`src/sv/ac2_pkg.sv`:
```
// Shared widths, fixed-point constants and types of the arc tangent pipeline.
// Depends on nothing; every other file uses it through scoped names.
package ac2_pkg;

  localparam int COORD_BITS      = 16;
  localparam int ANGLE_FRAC_BITS = 13;

  // Ratio and polynomial formats (Q1.15)
  localparam int Q_FRAC = 15;
  localparam int T_W    = Q_FRAC + 1;
  localparam int ACC_W  = Q_FRAC + 2;
  localparam int PROD_W = 2 * ACC_W;

  // Divider chain: one quotient bit per cell
  localparam int MAG_W  = COORD_BITS;
  localparam int REM_W  = MAG_W + 1;
  localparam int DIV_N  = T_W;

  // Polynomial chain: t*t, four Horner steps, final product with t
  localparam int MAC_N  = 6;

  // Output formats
  localparam int OUT_W  = 16;
  localparam int ANG_W  = ANGLE_FRAC_BITS + 4;
  localparam int WIDE_W = ACC_W + Q_FRAC;
  localparam int SAT_W  = ANG_W + OUT_W;

  localparam int SH_L = (ANGLE_FRAC_BITS >= Q_FRAC) ? ANGLE_FRAC_BITS - Q_FRAC : 0;
  localparam int SH_R = (ANGLE_FRAC_BITS <  Q_FRAC) ? Q_FRAC - ANGLE_FRAC_BITS : 0;
  localparam logic [WIDE_W-1:0] R_RND = (WIDE_W'(1) << SH_R) >> 1;

  // pi rounded to nearest from a 60-fraction-bit value
  localparam logic [63:0] PI_Q60    = 64'h3243F6A8885A308D;
  localparam int          PI_SH     = 60 - ANGLE_FRAC_BITS;
  localparam logic [63:0] PI_FULL   = (PI_Q60 + ((64'd1 << PI_SH) >> 1)) >> PI_SH;
  localparam logic [63:0] HALF_FULL = (PI_Q60 + ((64'd1 << (PI_SH + 1)) >> 1)) >> (PI_SH + 1);
  localparam logic signed [ANG_W-1:0] ANG_PI      = ANG_W'(PI_FULL);
  localparam logic signed [ANG_W-1:0] ANG_HALF_PI = ANG_W'(HALF_FULL);

  localparam logic signed [SAT_W-1:0] OUT_MAX = SAT_W'((64'd1 << (OUT_W - 1)) - 64'd1);
  localparam logic signed [SAT_W-1:0] OUT_MIN = -OUT_MAX - SAT_W'(1);

  // Bounds of a delivered angle, after saturation
  localparam logic signed [OUT_W-1:0] ANGLE_MAX =
    (PI_FULL > 64'd32767) ? {1'b0, {(OUT_W-1){1'b1}}} : OUT_W'(PI_FULL);
  localparam logic signed [OUT_W-1:0] ANGLE_MIN =
    (PI_FULL > 64'd32767) ? {1'b1, {(OUT_W-1){1'b0}}} : -ANGLE_MAX;

  // Minimax coefficients in Q1.15
  localparam logic signed [ACC_W-1:0] C0 = ACC_W'(32764);
  localparam logic signed [ACC_W-1:0] C1 = -ACC_W'(10823);
  localparam logic signed [ACC_W-1:0] C2 = ACC_W'(5903);
  localparam logic signed [ACC_W-1:0] C3 = -ACC_W'(2790);
  localparam logic signed [ACC_W-1:0] C4 = ACC_W'(683);

  // Constant added after each product of the polynomial chain
  localparam logic signed [ACC_W-1:0] MAC_COEF [MAC_N] = '{'0, C3, C2, C1, C0, '0};

  // Quadrant and special-case flags that travel with a transaction
  typedef struct packed {
    logic x_zero;
    logic y_pos;
    logic y_neg;
    logic x_neg;
    logic fold;
    logic neg;
  } side_t;

endpackage

```
`src/sv/ac2_div_cell.sv`:
```
// One restoring-division cell: produces one quotient bit of min*2^15/max.
// Depends on ac2_pkg for widths and the side flag struct.
module ac2_div_cell (
  input  logic                      clk_i,
  input  logic                      rst_ni,
  input  logic                      en_i,
  input  logic                      valid_i,
  input  logic [ac2_pkg::REM_W-1:0] rem_i,
  input  logic [ac2_pkg::MAG_W-1:0] div_i,
  input  logic [ac2_pkg::T_W-1:0]   quo_i,
  input  ac2_pkg::side_t            side_i,
  output logic                      valid_o,
  output logic [ac2_pkg::REM_W-1:0] rem_o,
  output logic [ac2_pkg::MAG_W-1:0] div_o,
  output logic [ac2_pkg::T_W-1:0]   quo_o,
  output ac2_pkg::side_t            side_o
);

  logic                      valid_q;
  logic [ac2_pkg::REM_W-1:0] rem_q, rem_d;
  logic [ac2_pkg::MAG_W-1:0] div_q;
  logic [ac2_pkg::T_W-1:0]   quo_q, quo_d;
  ac2_pkg::side_t            side_q;
  logic                      ge;
  logic [ac2_pkg::REM_W-1:0] diff;
  logic [ac2_pkg::REM_W-1:0] kept;

  always_comb begin
    ge    = rem_i >= {1'b0, div_i};
    diff  = rem_i - {1'b0, div_i};
    kept  = ge ? diff : rem_i;
    // remainder stays below the divisor, so the shift loses nothing
    rem_d = {kept[ac2_pkg::REM_W-2:0], 1'b0};
    quo_d = {quo_i[ac2_pkg::T_W-2:0], ge};
  end

  always_ff @(posedge clk_i or negedge rst_ni) begin
    if (!rst_ni) begin
      valid_q <= 1'b0;
    end else if (en_i) begin
      valid_q <= valid_i;
    end
  end

  always_ff @(posedge clk_i) begin
    if (en_i) begin
      rem_q  <= rem_d;
      div_q  <= div_i;
      quo_q  <= quo_d;
      side_q <= side_i;
    end
  end

  assign valid_o = valid_q;
  assign rem_o   = rem_q;
  assign div_o   = div_q;
  assign quo_o   = quo_q;
  assign side_o  = side_q;

endmodule

```
`config.mk`:
```
export PLATFORM = sky130hd
export DESIGN_NAME = ac2_div_cell
export DESIGN_NICKNAME = d
export VERILOG_FILES = /design/src/sv/ac2_pkg.sv /design/src/sv/ac2_div_cell.sv
export SDC_FILE = /design/constraint.sdc
export NUM_CORES = 1
export LEC_CHECK = 0
export ABC_CLOCK_PERIOD_IN_PS = 1350
export BUFFER_PORTS_ARGS = -buffer_cell sky130_fd_sc_hd__clkbuf_2
export CORE_MARGIN = 8
export CORE_UTILIZATION = 40
export CTS_CLUSTER_SIZE = 28
export DETAILED_ROUTE_END_ITERATION = 8
export GPL_ROUTABILITY_DRIVEN = 0
export GPL_TIMING_DRIVEN = 0
export PLACE_DENSITY = 0.68
export SYNTH_ARGS = -nofsm -noshare
export SYNTH_HDL_FRONTEND = slang
export SYNTH_SLANG_ARGS = --single-unit
```
`constraint.sdc`:
```
create_clock -name clk_i -period 1.35 [get_ports clk_i]
set_input_delay 0.2025 -clock clk_i [delete_from_list [all_inputs] [get_ports clk_i]]
set_output_delay 0.2025 -clock clk_i [all_outputs]
set_load 0.005 [all_outputs]
```
==> key figures <==
GRT
  – Via count of the first global-routing pass: between 2k and 2.5k
  – Global-route wire length before repair: 10.8 mm
  – Initial antenna violation count: 0
  – GRT Total Usage: 0.136
  – Grt ovf: 0
  – Largest net degree at the start of global routing: between 50 and 60

STA
  – Clk_skew: 0 ns
  – Minimum clock period: 2.11 ns
  – Worst-margin pin slew: 0.745 ns
  – Hold Vio Cnt, Final: 0
  – Fmax: ~470 MHz
  – RSZ-0062 raised after global routing: true
  – Final period util: 1.56
  – Final WS setup: -0.760 ns
  – Max Transition Viols Final: 0
  – Slew margin rel.: 0.503
  – Setup-failing EPs final: 17

Final layout
  – Most common cell after layout, fill and taps aside: clkbuf_2
  – Ant diodes: 0
  – Final cell count without fillers: roughly 460
  – Share of cells above drive strength 1: 0.576
  – Most frequent cells in the layout: 102 x clkbuf_2, 54 x edfxtp_1, 26 x buf_4
  – P&R area growth vs syn: 48.9%
  – Nets: between 400 and 500
  – Layout Utilization: 0.618

Synthesis
  – Count of cell types in the netlist: 46
  – Post-Synthesis Cells: 214
  – Post-synth top flop: edfxtp_1
  – Seq cells post-synth: 55
  – Ys async rst share: 0.0182
  – EDFF count, synth: 54
  – Syn avg cell area: 13.2 sq um
  – Yosys warning count: 0
  – Synth Net Count: between 200 and 300
  – Mapped Area: 0.00283 sq mm
  – Sequential fraction of the synthesis area: 0.581

Run status
  – Failing checks: negative setup slack
  – Status: complete, but fails checks

Setup path
  – Setup crit start kind: primary input
  – Worst setup EP type: register
  – Worst reg2reg startpoint: valid_o$_DFFE_PN0P_
  – Worst EP required: 1.41 ns
  – Kind of critical path: in -> reg
  – Critical path arrival: 2.17 ns
  – CP max FO: 5
  – R2R Setup Slk: 0.60 ns
  – Crit path from: div_i[14]

CTS
  – Reg clk slew, reported paths: 0.11 ns
  – Root buf cell: clkbuf_8
  – Clk sinks: 55
  – CTS buffer count: 5
  – CTS Buffer Depth: 2
  – H-tree depth: 2
  – CTS tree: yes
  – Worst skew pair latency: 0.30 ns

Floorplanning
  – FP Rows: 30
  – Die width: 100 um
  – Io pins: ~120
  – Vert. Die Dim: around 100 um
  – Starting Density: 0.415
  – DIE AREA: around 0.01 sq mm
  – Core Area: 0.00683 sq mm

Power and ir drop
  – Power per cell area: between 1000 and 1500 mW/mm^2
  – Leakage: 1.89 nW
  – Worst vdd ir: 0.425 mV

Drt
  – Wire length on met3: 589 um
  – Routed len/inst: 15.8 um
  – DR top layer: met4
  – Met1 wire length: roughly 3.0 mm
  – Metal2 WL: 3.51 mm
  – TritonRoute pass-1 iters: 4
  – Routed Antenna Nets: 0
  – Final WL: 7.22 mm
  – DRT iter0 DRCs: 59
  – Vias per cell: 4.98
  – DRC Markers: 0
  – DR vias: 2,276

Min path
  – Hold Path Class: in -> reg
  – Hold path startpoint: div_i[15]

Placement
  – I/O Buffers: 112
  – Final HPWL DP: 5.12 mm
  – Placed Instances: 422

Run
  – Max-cap violations: 0
final cells by class:
cell class                 instances  area [sq um]
clock inverter                     2          37.5
clock buffer                       6          72.6
inverter                          25           121
buffer                             2          27.5
timing repair buffer             144           915
sequential                        55          1650
tap                               96           120
fill                             576          2610
multi-input combinational        127          1280
routing by layer:
metal,track usage,vias to the layer above
met5,0,-
met4,0.0442,0
met3,0.0422,10
met2,0.238,95
met1,0.152,1090
li1,-,1081
sequential cells by signal (all words and copies together), names as in the netlist:
name and count:
div_o 16, quo_o 16, rem_o 16, side_o 6, valid_o 1
cell usage after synthesis (2+ instances only):
cell type / count / area [sq um]
nand4_1: 3 / 18.8
and3_1: 2 / 12.5
a41o_1: 2 / 20.0
ha_1: 16 / 200
a21o_1: 3 / 22.5
mux2i_1: 3 / 30.0
xor2_1: 4 / 35.0
nand2_1: 13 / 48.8
o21bai_1: 4 / 30.0
a31oi_1: 3 / 18.8
a211oi_1: 2 / 15.0
mux2_4: 8 / 120
edfxtp_1: 54 / 1620
o21ai_0: 8 / 40.0
a21oi_1: 10 / 50.1
xnor2_1: 8 / 70.1
nand3_1: 3 / 15.0
inv_1: 24 / 90.1
mux2_2: 5 / 56.3
nor2_1: 9 / 33.8
clkbuf_1: 4 / 15.0
a211o_1: 2 / 17.5
power by group:
group	internal [mW]	total (mW)	switching, mW
sequential	2.09	2.13	0.0438
combinational	0.677	1.23	0.554
clock	0.554	1.09	0.538
repair_timing:
| item | in CTS | in global routing |
|---|---|---|
| hold buffers | 1 | 0 |
| gates resized for setup | 34 | 18 |
| endpoints found under the hold margin | 1 | 0 |
| pin swaps | 22 | 13 |
| setup endpoints to repair | 18 | 17 |
| setup buffers | 23 | 8 |
cells by family (layout without fill, tap and decap cells):
kind of cell / Yosys count / in the layout / synth area share
muxes: 16 / 16 / 0.0728
adders and majority gates: 17 / 17 / 0.0777
xor gates and xnor gates: 12 / 12 / 0.0371
AOI/OAI and AO/OA: 45 / 45 / 0.115
other: 1 / 1 / 0.00132
DFF: 55 / 55 / 0.581
buffers and inverters: 32 / 179 / 0.0530
and+or+nand+nor: 36 / 36 / 0.0618
worst max-delay path, cell delays in order:
cell	delay (ns)
clkbuf_16	0.13
inv_12	0.04
ha_4	0.18
a21o_1	0.15
a211o_1	0.27
a41o_1	0.26
a31oi_4	0.18
o21a_4	0.17
inv_4	0.04
buf_12	0.13
buf_8	0.13
mux2_4	0.28
through the flow:
step	setup WS, ns	total power [mW]	hold WS, ns	TNS (ns)	instance area [sq um]
6_report	-0.760	4.45	0.0672	-11.01	4220
2_1_floorplan	-0.908	2.75	-0.0931	-12.96	2990
3_5_place_dp	-1.23	3.16	-0.0217	-33.71	3670
5_1_grt	-0.798	4.65	0.0477	-11.82	4220
4_1_cts	-0.761	4.44	0.0611	-10.36	4100
3_3_place_gp	-1.22	3.14	-0.0229	-32.18	3670
worst paths after layout:
kind	end	cells after the start
worst max-delay path	rem_o[9]$_DFFE_PP_	12
worst min-delay path	div_o[15]$_DFFE_PP_	1
worst max register to register	valid_o$_DFFE_PN0P_	1
worst min register to register	valid_o$_DFFE_PN0P_	1
max in group asynchronous	valid_o$_DFFE_PN0P_	2
min in group asynchronous	valid_o$_DFFE_PN0P_	2
Power figures use the tool's default switching activity.
