File: src/sv/ac2_pkg.sv
// Shared widths, fixed-point constants and types of the arc tangent pipeline.
// Depends on nothing; every other file uses it through scoped names.
package ac2_pkg;

  localparam int COORD_BITS      = 16;
  localparam int ANGLE_FRAC_BITS = 13;

  // Ratio and polynomial formats (Q1.15)
  localparam int Q_FRAC = 15;
  localparam int T_W    = Q_FRAC + 1;
  localparam int ACC_W  = Q_FRAC + 2;
  localparam int PROD_W = 2 * ACC_W;

  // Divider chain: one quotient bit per cell
  localparam int MAG_W  = COORD_BITS;
  localparam int REM_W  = MAG_W + 1;
  localparam int DIV_N  = T_W;

  // Polynomial chain: t*t, four Horner steps, final product with t
  localparam int MAC_N  = 6;

  // Output formats
  localparam int OUT_W  = 16;
  localparam int ANG_W  = ANGLE_FRAC_BITS + 4;
  localparam int WIDE_W = ACC_W + Q_FRAC;
  localparam int SAT_W  = ANG_W + OUT_W;

  localparam int SH_L = (ANGLE_FRAC_BITS >= Q_FRAC) ? ANGLE_FRAC_BITS - Q_FRAC : 0;
  localparam int SH_R = (ANGLE_FRAC_BITS <  Q_FRAC) ? Q_FRAC - ANGLE_FRAC_BITS : 0;
  localparam logic [WIDE_W-1:0] R_RND = (WIDE_W'(1) << SH_R) >> 1;

  // pi rounded to nearest from a 60-fraction-bit value
  localparam logic [63:0] PI_Q60    = 64'h3243F6A8885A308D;
  localparam int          PI_SH     = 60 - ANGLE_FRAC_BITS;
  localparam logic [63:0] PI_FULL   = (PI_Q60 + ((64'd1 << PI_SH) >> 1)) >> PI_SH;
  localparam logic [63:0] HALF_FULL = (PI_Q60 + ((64'd1 << (PI_SH + 1)) >> 1)) >> (PI_SH + 1);
  localparam logic signed [ANG_W-1:0] ANG_PI      = ANG_W'(PI_FULL);
  localparam logic signed [ANG_W-1:0] ANG_HALF_PI = ANG_W'(HALF_FULL);

  localparam logic signed [SAT_W-1:0] OUT_MAX = SAT_W'((64'd1 << (OUT_W - 1)) - 64'd1);
  localparam logic signed [SAT_W-1:0] OUT_MIN = -OUT_MAX - SAT_W'(1);

  // Bounds of a delivered angle, after saturation
  localparam logic signed [OUT_W-1:0] ANGLE_MAX =
    (PI_FULL > 64'd32767) ? {1'b0, {(OUT_W-1){1'b1}}} : OUT_W'(PI_FULL);
  localparam logic signed [OUT_W-1:0] ANGLE_MIN =
    (PI_FULL > 64'd32767) ? {1'b1, {(OUT_W-1){1'b0}}} : -ANGLE_MAX;

  // Minimax coefficients in Q1.15
  localparam logic signed [ACC_W-1:0] C0 = ACC_W'(32764);
  localparam logic signed [ACC_W-1:0] C1 = -ACC_W'(10823);
  localparam logic signed [ACC_W-1:0] C2 = ACC_W'(5903);
  localparam logic signed [ACC_W-1:0] C3 = -ACC_W'(2790);
  localparam logic signed [ACC_W-1:0] C4 = ACC_W'(683);

  // Constant added after each product of the polynomial chain
  localparam logic signed [ACC_W-1:0] MAC_COEF [MAC_N] = '{'0, C3, C2, C1, C0, '0};

  // Quadrant and special-case flags that travel with a transaction
  typedef struct packed {
    logic x_zero;
    logic y_pos;
    logic y_neg;
    logic x_neg;
    logic fold;
    logic neg;
  } side_t;

endpackage

File: src/sv/ac2_mac_cell.sv
// One polynomial cell: registered Q1.15 product, then rounding and a constant add.
// Depends on ac2_pkg for widths and the side flag struct.
module ac2_mac_cell (
  input  logic                             clk_i,
  input  logic                             rst_ni,
  input  logic                             en_i,
  input  logic                             valid_i,
  input  logic signed [ac2_pkg::ACC_W-1:0] acc_i,
  input  logic signed [ac2_pkg::ACC_W-1:0] mul_i,
  input  logic signed [ac2_pkg::ACC_W-1:0] t_i,
  input  logic signed [ac2_pkg::ACC_W-1:0] coef_i,
  input  ac2_pkg::side_t                   side_i,
  output logic                             valid_o,
  output logic signed [ac2_pkg::ACC_W-1:0] acc_o,
  output logic signed [ac2_pkg::ACC_W-1:0] mul_o,
  output logic signed [ac2_pkg::ACC_W-1:0] t_o,
  output ac2_pkg::side_t                   side_o
);

  localparam logic [ac2_pkg::PROD_W-1:0] HALF = ac2_pkg::PROD_W'(1) << (ac2_pkg::Q_FRAC - 1);

  logic                              va_q, vb_q;
  logic signed [ac2_pkg::PROD_W-1:0] prod_q;
  logic signed [ac2_pkg::ACC_W-1:0]  mula_q, ta_q, cfa_q;
  ac2_pkg::side_t                    sidea_q;
  logic signed [ac2_pkg::ACC_W-1:0]  acc_q, acc_d, mulb_q, tb_q;
  ac2_pkg::side_t                    sideb_q;
  logic signed [ac2_pkg::PROD_W-1:0] rnd;
  logic signed [ac2_pkg::PROD_W-1:0] scaled;

  // Round half away from zero: floor((p + 2^14 - (p < 0)) / 2^15)
  always_comb begin
    rnd    = prod_q + (prod_q[ac2_pkg::PROD_W-1] ? HALF - 1'b1 : HALF);
    scaled = rnd >>> ac2_pkg::Q_FRAC;
    acc_d  = scaled[ac2_pkg::ACC_W-1:0] + cfa_q;
  end

  always_ff @(posedge clk_i or negedge rst_ni) begin
    if (!rst_ni) begin
      va_q <= 1'b0;
      vb_q <= 1'b0;
    end else if (en_i) begin
      va_q <= valid_i;
      vb_q <= va_q;
    end
  end

  always_ff @(posedge clk_i) begin
    if (en_i) begin
      prod_q  <= acc_i * mul_i;
      mula_q  <= mul_i;
      ta_q    <= t_i;
      cfa_q   <= coef_i;
      sidea_q <= side_i;
      acc_q   <= acc_d;
      mulb_q  <= mula_q;
      tb_q    <= ta_q;
      sideb_q <= sidea_q;
    end
  end

  assign valid_o = vb_q;
  assign acc_o   = acc_q;
  assign mul_o   = mulb_q;
  assign t_o     = tb_q;
  assign side_o  = sideb_q;

endmodule

File: config.mk
export PLATFORM = sky130hd
export DESIGN_NAME = ac2_mac_cell
export DESIGN_NICKNAME = d
export VERILOG_FILES = /design/src/sv/ac2_pkg.sv /design/src/sv/ac2_mac_cell.sv
export SDC_FILE = /design/constraint.sdc
export NUM_CORES = 1
export LEC_CHECK = 0
export ABC_AREA = 0
export BUFFER_PORTS_ARGS = -buffer_cell sky130_fd_sc_hd__buf_2
export CAP_MARGIN = 20
export CORE_UTILIZATION = 59
export CTS_CLUSTER_DIAMETER = 30
export CTS_CLUSTER_SIZE = 14
export DETAILED_ROUTE_END_ITERATION = 8
export GPL_TIMING_DRIVEN = 0
export PLACE_DENSITY_LB_ADDON = 0.08
export SLEW_MARGIN = 10
export SYNTH_ARGS = -nofsm -noshare
export SYNTH_HDL_FRONTEND = slang
export SYNTH_SLANG_ARGS = --single-unit
File: constraint.sdc
create_clock -name clk_i -period 6.21 [get_ports clk_i]
set_clock_uncertainty 0.1 [all_clocks]
set_input_delay 0.3105 -clock clk_i [delete_from_list [all_inputs] [get_ports clk_i]]
set_output_delay 0.3105 -clock clk_i [all_outputs]
set_load 0.05 [all_outputs]
==> results of run 1 <==
Yosys cell counts, types with 7 or more instances:
library cell	count	area share
sky130_fd_sc_hd__inv_1	361	0.082
sky130_fd_sc_hd__fa_1	297	0.36
sky130_fd_sc_hd__nand2_1	159	0.036
sky130_fd_sc_hd__edfxtp_1	147	0.27
sky130_fd_sc_hd__and2_1	139	0.052
sky130_fd_sc_hd__ha_1	115	0.087
sky130_fd_sc_hd__xnor2_1	49	0.026
sky130_fd_sc_hd__clkbuf_1	37	0.0084
sky130_fd_sc_hd__nor2_1	33	0.0075
sky130_fd_sc_hd__a21oi_1	31	0.0093
sky130_fd_sc_hd__o21ai_0	18	0.0054
sky130_fd_sc_hd__xor2_1	16	0.0084
sky130_fd_sc_hd__nand2b_1	15	0.0056
sky130_fd_sc_hd__nand3_1	13	0.0039
sky130_fd_sc_hd__a21o_1	11	0.0050
sky130_fd_sc_hd__nor3_1	8	0.0024
sky130_fd_sc_hd__o211ai_1	7	0.0032
sequential cells by signal, summed over array words and instances, names as in the netlist:
signal and count:
prod_q 33, va_q 1, valid_o 1, side_o 6, cfa_q 17, ta_q 17, sidea_q 6, acc_o 17
mula_q 17, mul_o 17, t_o 17
layer usage:
layer | global-route usage | part of all wire | vias to the layer above
met2 | 0.4645 | 0.47 | 400
li1 | - | - | 5057
met1 | 0.3719 | 0.44 | 5476
met4 | 0.05445 | 0.012 | 0
met5 | 0 | 0 | -
met3 | 0.04349 | 0.074 | 30
worst paths after layout:
path,startpoint,endpoint,slack [ns],depth (start not counted)
worst max-delay path,mul_i[16],prod_q[33],0.15,22
worst min-delay path,valid_i,va_q,0.02,2
worst max register to register,prod_q[33],acc_o[15],1.14,18
worst min register to register,mula_q[15],mul_o[15],0.31,0
max in group asynchronous,rst_ni,valid_o,5.81,2
min in group asynchronous,rst_ni,va_q,0.11,2
critical path: cells and delay by family:
family / cells / cell delay [ns]
adder cells (fa/ha/maj): 7 / 3.14
AO/OA/AOI/OAI: 6 / 1.08
XOR/XNOR: 1 / 0.37
AND/OR/NAND/NOR: 3 / 0.39
buffers and inverters: 5 / 0.83
cell families after synthesis:
kind of cell | share of synthesized area
fa+ha+maj | 0.4442
mux | 0.001355
xor+xnor | 0.03424
flops | 0.2685
simple gates | 0.1173
compound gates | 0.04433
buf+inv | 0.09008
timing repair:
action                                  in CTS  in global routing
hold endpoints to repair                    42                  0
endpoints found under the setup margin       8                 10
pin swaps                                    4                  9
setup buffers                                2                  3
hold buffers                                41                  0
resized for setup                           30                 62
gates cloned                                 0                  0
stage by stage:
step / hold WS, ns / area [µm²] / cells
2_1_floorplan: -0.08509 / 16630 / 1526
3_3_place_gp: -0.005757 / 17770 / 2038
3_5_place_dp: -0.002092 / 17800 / 2039
4_1_cts: 0.004157 / 18830 / 2105
5_1_grt: 0.02026 / 18940 / 2104
6_report: 0.01759 / 18940 / 2105
area by class of cell:
cell class                      instances  area share
Antenna cell                            1   0.0001321
Tap cell                              378     0.02497
Clock inverter                         13    0.007069
Buffer                                 25    0.008655
Multi-Input combinational cell        978      0.5675
Timing Repair Buffer                  181     0.06151
Sequential cell                       149      0.2357
Inverter                              361     0.07155
Clock buffer                           19     0.02286
==> impl_summary.md, run 1 <==
Outcome
The run finished with clean final reports.

Die
The I/O pin total is ~140. The die height is 169.9 µm. The floorplan has 61 rows. The initial utilization of the core area, before any placement, comes to 0.5985.

The die outline area is around 0.029 mm². The width of the die is approximately 170 µm. The floorplan core area is 0.02778 mm².

Placed design
The HPWL after detailed placement is about 30000 µm. The number of buffer cells added on primary ports is around 130. The worst slack at placement is -1.168 ns. The final weighted congestion of routability-driven global placement is between 0.9 and 1.

Finish
Fill cells in the final layout number approximately 2200. Leaving out fill and tap cells, the most frequent cells in the layout are 361 x sky130_fd_sc_hd__inv_1, 294 x sky130_fd_sc_hd__fa_1, 159 x sky130_fd_sc_hd__nand2_1, 147 x sky130_fd_sc_hd__edfxtp_1, 139 x sky130_fd_sc_hd__and2_1. The area occupied by registers is around 0.0045 mm². The library cell used most frequently in the layout, excluding fill and tap cells, is sky130_fd_sc_hd__inv_1. The area added between synthesis and finish is 13.91%. The utilization of the core after routing is 0.6817.

The share of cells above drive strength 1 is 0.1280. The final layout contains 2203 nets. The area of the multi-input gates is between 0.01 and 0.015 mm².

Hold path
The worst hold-check path type is input port to register.

Routing
Dividing the detail-routed via count by the number of cells gives between 5 and 6. The count of nets left with antenna violations once routing finished came out at 0. The routed layout has around 11000 vias. The first detailed-routing pass ran for 5 iterations. Dividing the detail-routed wire length by the instance count gives between 15 and 20 µm.

After detailed routing, the number of remaining DRC violations is 0. The routed wire length is 36330 µm. For this block, the initial DRC count from the detailed router was 578.

Global routing
The number of global-route vias before repair is roughly 12000. Entering global routing, the biggest net connects a little under 100 pins. The aggregate global routing overflow is 0. The wire length of the first global-routing pass is between 50000 and 60000 µm. The number of antenna violations at the first check in global routing is 0.

The overall global routing resource usage is 0.2726.

Logic synthesis
The net count after synthesis is between 2000 and 2500. The synthesized area per cell is 10.90 µm². The proportion of synthesized chip area in sequential cells is 0.2685. The synthesized netlist occupies a cell area of 0.01663 mm². The number of enable flip-flop cells after synthesis is roughly 150. In the synthesized netlist, the number of instances is approximately 1500. The unique cell type count in the Yosys netlist is 52. The number of warnings issued by yosys is 0.

In the synthesized netlist the dominant register cell turns out to be sky130_fd_sc_hd__edfxtp_1. The share of synthesized registers carrying an async set or reset is 0.01342. Synthesis inferred about 150 register bits.

Clock tree
The post-CTS clock slew at the launch and capture registers of the worst setup and hold paths is approximately 0.06 ns. The number of levels in the clock H-tree is 4. The cell sitting at the root of the clock tree is a sky130_fd_sc_hd__clkbuf_16. The clock latency at the later pin of the worst-skew pair is 0.43 ns.

The clock passes through at most 2 buffers. The number of CTS-inserted buffers is 17. The CTS tree is built.

Counting every sink on the clock net gives about 150.

Worst setup path
The critical path required time is 6.29 ns. Traced cell by cell, the critical path runs through buf_2 -> inv_1 -> buf_2 -> nor2_1 -> fa_1 -> fa_1 -> fa_1 -> fa_1 -> fa_1 -> inv_1 -> fa_1 -> inv_1 -> ha_2 -> a21o_1 -> a21oi_2 -> nor2b_1 -> nor3_2 -> o21ba_2 -> o211ai_1 -> a31oi_2 -> a21oi_2 -> xnor2_2. The startpoint kind of the worst setup timing path is an input port. The largest stage delay on the critical path is around 0.52 ns.

At the worst endpoint, the arrival time is 6.13 ns. The worst setup path is captured at a register. The slowest stage of the critical path is the sky130_fd_sc_hd__fa_1 cell. The critical path's most frequent cell is sky130_fd_sc_hd__fa_1. The class of the most critical setup path is input port to register.

The maximum fanout along the worst path is 10.

Timing
The timing-limited maximum frequency is around 170 MHz. The number of setup violations in the final report is 0. After layout, the minimum clock period comes to 6.056 ns.

The number of pins exceeding their max-slew limit in the final report came to 0. The actual slew at the worst max-slew pin is 0.6112 ns. The final cycle utilization of the critical path is 0.9752. The worst setup slack after layout is 0.1537 ns.

The post-route setup TNS is 0 ns. The hold violation total from the final report is 0. In this run the tightest slew margin relative to its limit is 0.5915.

Flow run
The max-cap violation count is 0.
Power of run 1 is left out: the tool's default activity adds up to more than one toggle a clock period on the data nets, which glitch-free logic cannot reach.
==> run 2: changes to the inputs <==
BUFFER_PORTS_ARGS = -buffer_cell sky130_fd_sc_hd__buf_4   (was -buffer_cell sky130_fd_sc_hd__buf_2)
==> impl_summary.md, run 2 (synthesized netlist as in run 1, its figures left out) <==
Worst setup path
Walking the worst path, the cells encountered are buf_4 -> clkbuf_1 -> nand2_1 -> fa_1 -> inv_1 -> fa_1 -> fa_1 -> fa_1 -> fa_1 -> inv_1 -> fa_1 -> inv_1 -> ha_2 -> a21o_1 -> a21oi_1 -> nor2b_1 -> nor3_1 -> o21ba_2 -> o211ai_1 -> a31oi_2 -> a21oi_2 -> xnor2_2. STA classifies the critical path startpoint as an input port. The cell that appears most often on the critical path is sky130_fd_sc_hd__fa_1. The slowest stage of the critical path belongs to the cell sky130_fd_sc_hd__fa_1.

The critical path data arrival time is 6.10 ns (-0.03 ns). The class of the most critical setup path is input port to register. The maximum fanout along the worst path is 10 (unchanged). The endpoint type of the worst setup path is a register. The critical path required time came to 6.30 ns (about the same).

The largest stage delay on the critical path is 0.54 ns (+0.02 ns).

Placed design
The count of placed standard cells including taps is 2039 (unchanged). The number of buffer cells added on primary ports came to 134 (unchanged). The instance area after placement is 0.01814 mm² (+1.9%). The final weighted congestion of routability-driven global placement was 0.8957 (-3.7%). The half-perimeter wire length of the detailed placement result is 29820 µm (-0.34%).

Finish
Compared with the post-synthesis result, the final layout area differs by 15.57%. The antenna diode instance count was 0 (-1). The total of fill cells in the finished design is 2168 (-1.4%). Ranked by flip-flop count, first place goes to prod_q. The top cell types in the final layout, fill and taps aside, are 361 x sky130_fd_sc_hd__inv_1, 294 x sky130_fd_sc_hd__fa_1, 159 x sky130_fd_sc_hd__nand2_1, 147 x sky130_fd_sc_hd__edfxtp_1, 139 x sky130_fd_sc_hd__and2_1. Leaving out fill and tap cells, the most frequent cell in the layout is sky130_fd_sc_hd__inv_1. The number of standard cells in the final layout excluding fillers was 2086 (-0.90%). The final-stage net count was 2186 (-0.77%). The share of cells above drive strength 1 came to 0.1183 (-0.009775). The flip-flop count of the largest register after layout is 33 (unchanged).

The final standard cell area without fillers came to 0.01921 mm² (+1.5%).

Clock tree
The post-CTS clock slew at the launch and capture registers of the worst setup and hold paths is 0.06 ns (about the same). The clock latency at the later pin of the worst-skew pair is 0.42 ns (about the same). TritonCTS built the clock tree. The number of levels in the clock H-tree is 4 (unchanged).

The number of buffers on the longest clock path is 2 (unchanged). The clock sink count is 149 (unchanged). The tree is rooted in a sky130_fd_sc_hd__clkbuf_16.

The number of CTS-inserted buffers is 17 (unchanged).

Global routing
The overall global routing resource usage is 0.2685 (-0.004113). The pin count of the biggest net entering global routing is 97 (-2.0%). The number of antenna violations at the first check in global routing is 1 (+1). The wire length of the first global-routing pass was 58970 µm (-0.92%).

The number of global-route vias before repair is 11740 (+0.0085%). The aggregate global routing overflow is 0 (unchanged).

Routing
The routed wire length is 35230 µm (-3.0%). The number of vias per cell is 5.221 (+0.25%). The vias after detailed routing came to 10890 (-0.66%).

The routed length per instance came to 16.89 µm (-2.1%). The number of DRC violations after detailed routing is 0 (unchanged). The antenna violation net count after detailed routing is 0 (unchanged).

The number of detailed-routing iterations run before antenna repair came to 5 (unchanged). The number of violations reported at the end of detailed-routing iteration 0 is 615 (+6.4%).

Timing
The number of setup violations in the final report is 0 (unchanged). The timing-limited maximum frequency is 166.2 MHz (+0.68%). The relative max-transition margin came to 0.5665 (-0.02502).

The actual slew at the worst max-slew pin is 0.6339 ns (+0.02268 ns). The hold violation total from the final report is 0 (unchanged). The shortest clock period the worst path allows after layout is 6.016 ns (-0.04061 ns). The final cycle utilization of the critical path is 0.9687 (-0.006540). The number of pins exceeding their max-slew limit in the final report was 0 (unchanged).

Die
The I/O pin total came to 136 (unchanged). The width of the die was 169.9 µm (unchanged). The die outline area is 0.02885 mm² (unchanged).

The floorplan core area came to 0.02778 mm² (unchanged). The die height came to 169.9 µm (unchanged). The number of placement rows is 61 (unchanged).

The effective utilization at floorplan came to 0.5985 (unchanged).

Hold path
The worst hold-check path type is input port to register.

Outcome
The run finished with clean final reports.

Flow run
The max-cap violation count came to 0 (unchanged).
-- run 2: final timing paths --
check / from / end / slack, ns / depth (start not counted)
min reg2reg: mula_q[15] / mul_o[15] / 0.31 / 0
max in group asynchronous: rst_ni / va_q / 5.81 / 2
min in group asynchronous: rst_ni / valid_o / 0.11 / 2
max: mul_i[12] / prod_q[33] / 0.19 / 22
min: valid_i / va_q / 0.02 / 2
max reg2reg: prod_q[33] / acc_o[15] / 1.21 / 18
-- run 2: per-layer routing --
metal | routed length, µm | up-vias | part of all wire | global-route usage
li1 | - | 5011 | - | -
met1 | 15890 | 5468 | 0.45 | 0.3746
met2 | 16380 | 372 | 0.46 | 0.4490
met3 | 2504 | 38 | 0.071 | 0.03628
met4 | 444 | 2 | 0.013 | 0.06385
met5 | 17 | - | 0.00048 | 0
-- run 2: timing repair --
action,CTS,global route
hold buffers,41,0
setup buffers,0,1
endpoints found under the hold margin,42,0
setup endpoints to repair,7,11
pin swaps,2,12
resized for setup,13,35
-- run 2: through the flow --
| stage | hold WS (ns) | setup TNS [ns] | setup WS (ns) | util |
|---|---|---|---|---|
| floorplan | -0.08509 | 0 | 0.02608 | - |
| global placement | -0.007787 | -6.540 | -1.184 | 0.6517 |
| detailed placement | -0.005834 | -7.989 | -1.279 | 0.6528 |
| CTS | 0.005946 | -0.07211 | -0.07211 | 0.6892 |
| global route | 0.01916 | -0.03827 | -0.02960 | 0.6916 |
| finish | 0.02379 | 0 | 0.1943 | 0.6916 |
-- run 2: layout make-up --
cell class	instances	area, µm²	share of cell area
inverter	361	1355	0.07052
buffer	12	76.32	0.003972
sequential	149	4464	0.2323
tap	378	473.0	0.02461
clock buffer	18	429.2	0.02234
multi-input combinational	978	10760	0.5597
clock inverter	13	206.4	0.01074
timing repair buffer	177	1455	0.07573
-- run 2: worst max-delay path, delay by kind of cell --
kind / cells / cell delay, ns
fa+ha+maj: 7 / 3.21
compound gates: 6 / 1.15
buf+inv: 5 / 0.72
simple gates: 3 / 0.38
xor+xnor: 1 / 0.32
Power of run 2 is left out for the same reason.
==> run 3: changes to the inputs <==
ABC_AREA = 1   (was 0)
==> impl_summary.md, run 3 <==
Die
The number of placement rows was 63 (+3.3%). The floorplan core area is 0.03003 mm² (+8.1%). The effective utilization at floorplan is 0.6062 (+0.007723).

The die outline area is 0.03156 mm² (+9.4%). The width of the die is 177.7 µm (+4.6%). The die height is 177.7 µm (+4.6%). The I/O pin total was 136 (unchanged).

Clock tree
TritonCTS built the clock tree. The clock sink count is 149 (unchanged). The post-CTS clock slew at the launch and capture registers of the worst setup and hold paths is 0.07 ns (about the same).

The number of buffers on the longest clock path came to 2 (unchanged). The number of CTS-inserted buffers is 17 (unchanged). CTS placed an instance of sky130_fd_sc_hd__clkbuf_16 at the clock tree root.

The number of levels in the clock H-tree is 4 (unchanged). The clock latency at the later pin of the worst-skew pair is 0.44 ns (+0.02 ns).

Worst setup path
The class of the most critical setup path is input port to register. The critical path required time is 6.29 ns (about the same). The maximum fanout along the worst path is 10 (unchanged). Walking the worst path, the cells encountered are clkbuf_1 -> clkbuf_1 -> nand2_1 -> fa_1 -> inv_1 -> fa_1 -> fa_1 -> fa_1 -> fa_1 -> inv_1 -> fa_1 -> inv_1 -> ha_1 -> nand2_1 -> nor2_1 -> inv_1 -> nor3_1 -> nand2_1 -> nand2_1 -> nand2_1 -> nand3_1 -> nand2_1. STA classifies the critical path startpoint as an input port. STA classifies the critical path endpoint as a register. The largest stage delay on the critical path was 0.55 ns (about the same).

The critical path data arrival time came to 6.06 ns (-0.04 ns). The internal reg-to-reg setup slack was 2.19 ns (+0.98 ns). The slowest cell on the critical path is sky130_fd_sc_hd__clkbuf_1.

Logic synthesis
The number of storage elements in the synthesis netlist is 149 (unchanged). In the synthesized netlist the dominant register cell turns out to be sky130_fd_sc_hd__edfxtp_1. The top cell type's share of synthesized area is 0.3266 (-0.03102). The share of synthesized registers carrying an async set or reset is 0.01342 (unchanged).

The most common cell in the synthesized netlist is sky130_fd_sc_hd__inv_1. The synthesized area per cell was 8.698 µm² (-20%). The net count after synthesis was 2583 (+28%). The synthesized cell area is 0.01820 mm² (+9.5%). The proportion of synthesized chip area in sequential cells is 0.2452 (-0.02329). The number of enable flip-flop cells after synthesis is 147 (unchanged). Ranked by total cell area, the synthesized netlist is headed by sky130_fd_sc_hd__fa_1 33%, sky130_fd_sc_hd__edfxtp_1 24%, sky130_fd_sc_hd__inv_1 12%, sky130_fd_sc_hd__nand2_1 11%, sky130_fd_sc_hd__ha_1 7.9%. The number of warnings issued by yosys is 0 (unchanged).

In the synthesized netlist, the cells that appear most often are 597 x sky130_fd_sc_hd__inv_1, 536 x sky130_fd_sc_hd__nand2_1, 297 x sky130_fd_sc_hd__fa_1. The number of standard cells after synthesis is 2093 (+37%). The unique cell type count in the Yosys netlist came to 36 (-31%). The library cell occupying the most area in the post-synthesis netlist is sky130_fd_sc_hd__fa_1.

Finish
The area added between synthesis and finish is 14.06%. The most common library cell in the layout ignoring fill and taps is sky130_fd_sc_hd__inv_1. The flip-flop count of the largest register after layout is 33 (unchanged). The antenna diode instance count is 0 (unchanged).

Counting flops per register, the top entry is prod_q. The final standard cell area without fillers is 0.02076 mm² (+8.1%). The area of the multi-input gates was 0.01124 mm² (+4.5%).

The total of fill cells in the finished design is 2453 (+13%). The final-stage net count is 2766 (+27%). In the layout the commonest cells are 597 x sky130_fd_sc_hd__inv_1, 536 x sky130_fd_sc_hd__nand2_1, 294 x sky130_fd_sc_hd__fa_1, 147 x sky130_fd_sc_hd__edfxtp_1, 117 x sky130_fd_sc_hd__buf_4. The area occupied by registers is 0.004464 mm² (unchanged). The share of cells above drive strength 1 is 0.08825 (-0.03002).

Placed design
The instance area after placement came to 0.01961 mm² (+8.1%). The worst slack at placement is -0.7425 ns (+0.5365 ns). The number of buffer cells added on primary ports is 118 (-12%). The final weighted congestion of routability-driven global placement came to 0.9479 (+5.8%). The half-perimeter wire length of the detailed placement result came to 37340 µm (+25%).

Routing
The number of DRC violations after detailed routing is 0 (unchanged). The antenna violation net count after detailed routing came to 0 (unchanged). The vias after detailed routing is 13960 (+28%). The number of violations reported at the end of detailed-routing iteration 0 came to 919 (+49%). The routed wire length came to 46070 µm (+31%). The number of detailed-routing iterations run before antenna repair came to 5 (unchanged). The number of vias per cell was 5.211 (-0.19%). The routed length per instance is 17.20 µm (+1.8%).

Timing
The final cycle utilization of the critical path is 0.9622 (-0.006490). The shortest clock period the worst path allows after layout is 5.975 ns (-0.04030 ns). The worst setup slack after layout was 0.2346 ns (+0.04030 ns). Setup repair after global routing left no endpoint under its margin. The relative max-transition margin is 0.5178 (-0.04863).

The actual slew at the worst max-slew pin came to 0.7232 ns (+0.08934 ns). The hold violation total from the final report was 0 (unchanged). The number of pins exceeding their max-slew limit in the final report was 0 (unchanged). The tightest hold margin is 0.1096 ns (+0.08583 ns).

The number of setup violations in the final report is 0 (unchanged). The post-route setup TNS came to 0 ns (unchanged). The timing-limited maximum frequency is 167.4 MHz (+0.67%).

Global routing
The overall global routing resource usage was 0.3168 (+0.04837). The number of global-route vias before repair was 14850 (+26%). The aggregate global routing overflow came to 0 (unchanged). The number of antenna violations at the first check in global routing is 0 (-1). The pin count of the biggest net entering global routing is 100 (+3.1%). The wire length of the first global-routing pass came to 74380 µm (+26%).

Flow run
The max-cap violation count is 0 (unchanged).

Hold path
The min-delay analysis places its worst path in the category input port to register.

Outcome
The run finished with clean final reports.
==> run 3: cells by family (layout without fill, tap and decap cells) <==
group                    Yosys count  in the layout  share of synthesized area
adder cells (fa/ha/maj)          412            412                     0.4056
XOR/XNOR                          37             37                    0.01780
AO/OA/AOI/OAI                    115            115                    0.03526
flip-flops                       149            149                     0.2452
AND/OR/NAND/NOR                  715            715                     0.1586
buffers and inverters            665            861                     0.1375
==> run 3: final timing paths <==
kind | startpoint | endpoint | depth (start not counted)
setup / recovery | acc_i[8] | prod_q[23] | 22
hold / removal | mul_i[6] | mula_q[6] | 1
setup reg to reg | prod_q[33] | acc_o[16] | 19
hold reg to reg | ta_q[5] | t_o[5] | 0
max in group asynchronous | rst_ni | va_q | 2
min in group asynchronous | rst_ni | valid_o | 2
==> run 3: final cells by class <==
class / instances / share of cell area
clock buffers: 18 / 0.02067
plain buffers: 57 / 0.01235
inverters: 597 / 0.1079
well taps: 390 / 0.02350
flip-flops and latches: 149 / 0.2150
repair buffers: 175 / 0.07116
clock inverters: 14 / 0.007893
multi-input cells: 1279 / 0.5415
==> run 3: critical path, delay by kind of cell <==
kind	cells	cell delay, ns
simple gates	9	1.18
fa+ha+maj	7	3.38
buf+inv	6	1.20
==> run 3: what timing repair did <==
action                                  4_1_cts  5_1_grt
hold buffers                                 56        0
gates resized for setup                       9       41
endpoints found under the hold margin        57        0
buffers inserted                              0        0
endpoints found under the setup margin       11       16
==> run 3: per-stage QoR <==
step	instances	util
after floorplan	2093	-
after global placement	2601	0.6519
after global routing	2679	0.6914
after detailed placement	2602	0.6530
final	2679	0.6914
after CTS	2687	0.6914
==> run 3: layer usage <==
metal / vias up / share of wire / global-route usage
met4: 0 / 0.054 / 0.1713
met3: 136 / 0.082 / 0.06812
met2: 552 / 0.48 / 0.5452
met1: 6762 / 0.38 / 0.3695
li1: 6511 / - / -
met5: - / 0 / 0
Power of run 3 is left out for the same reason.
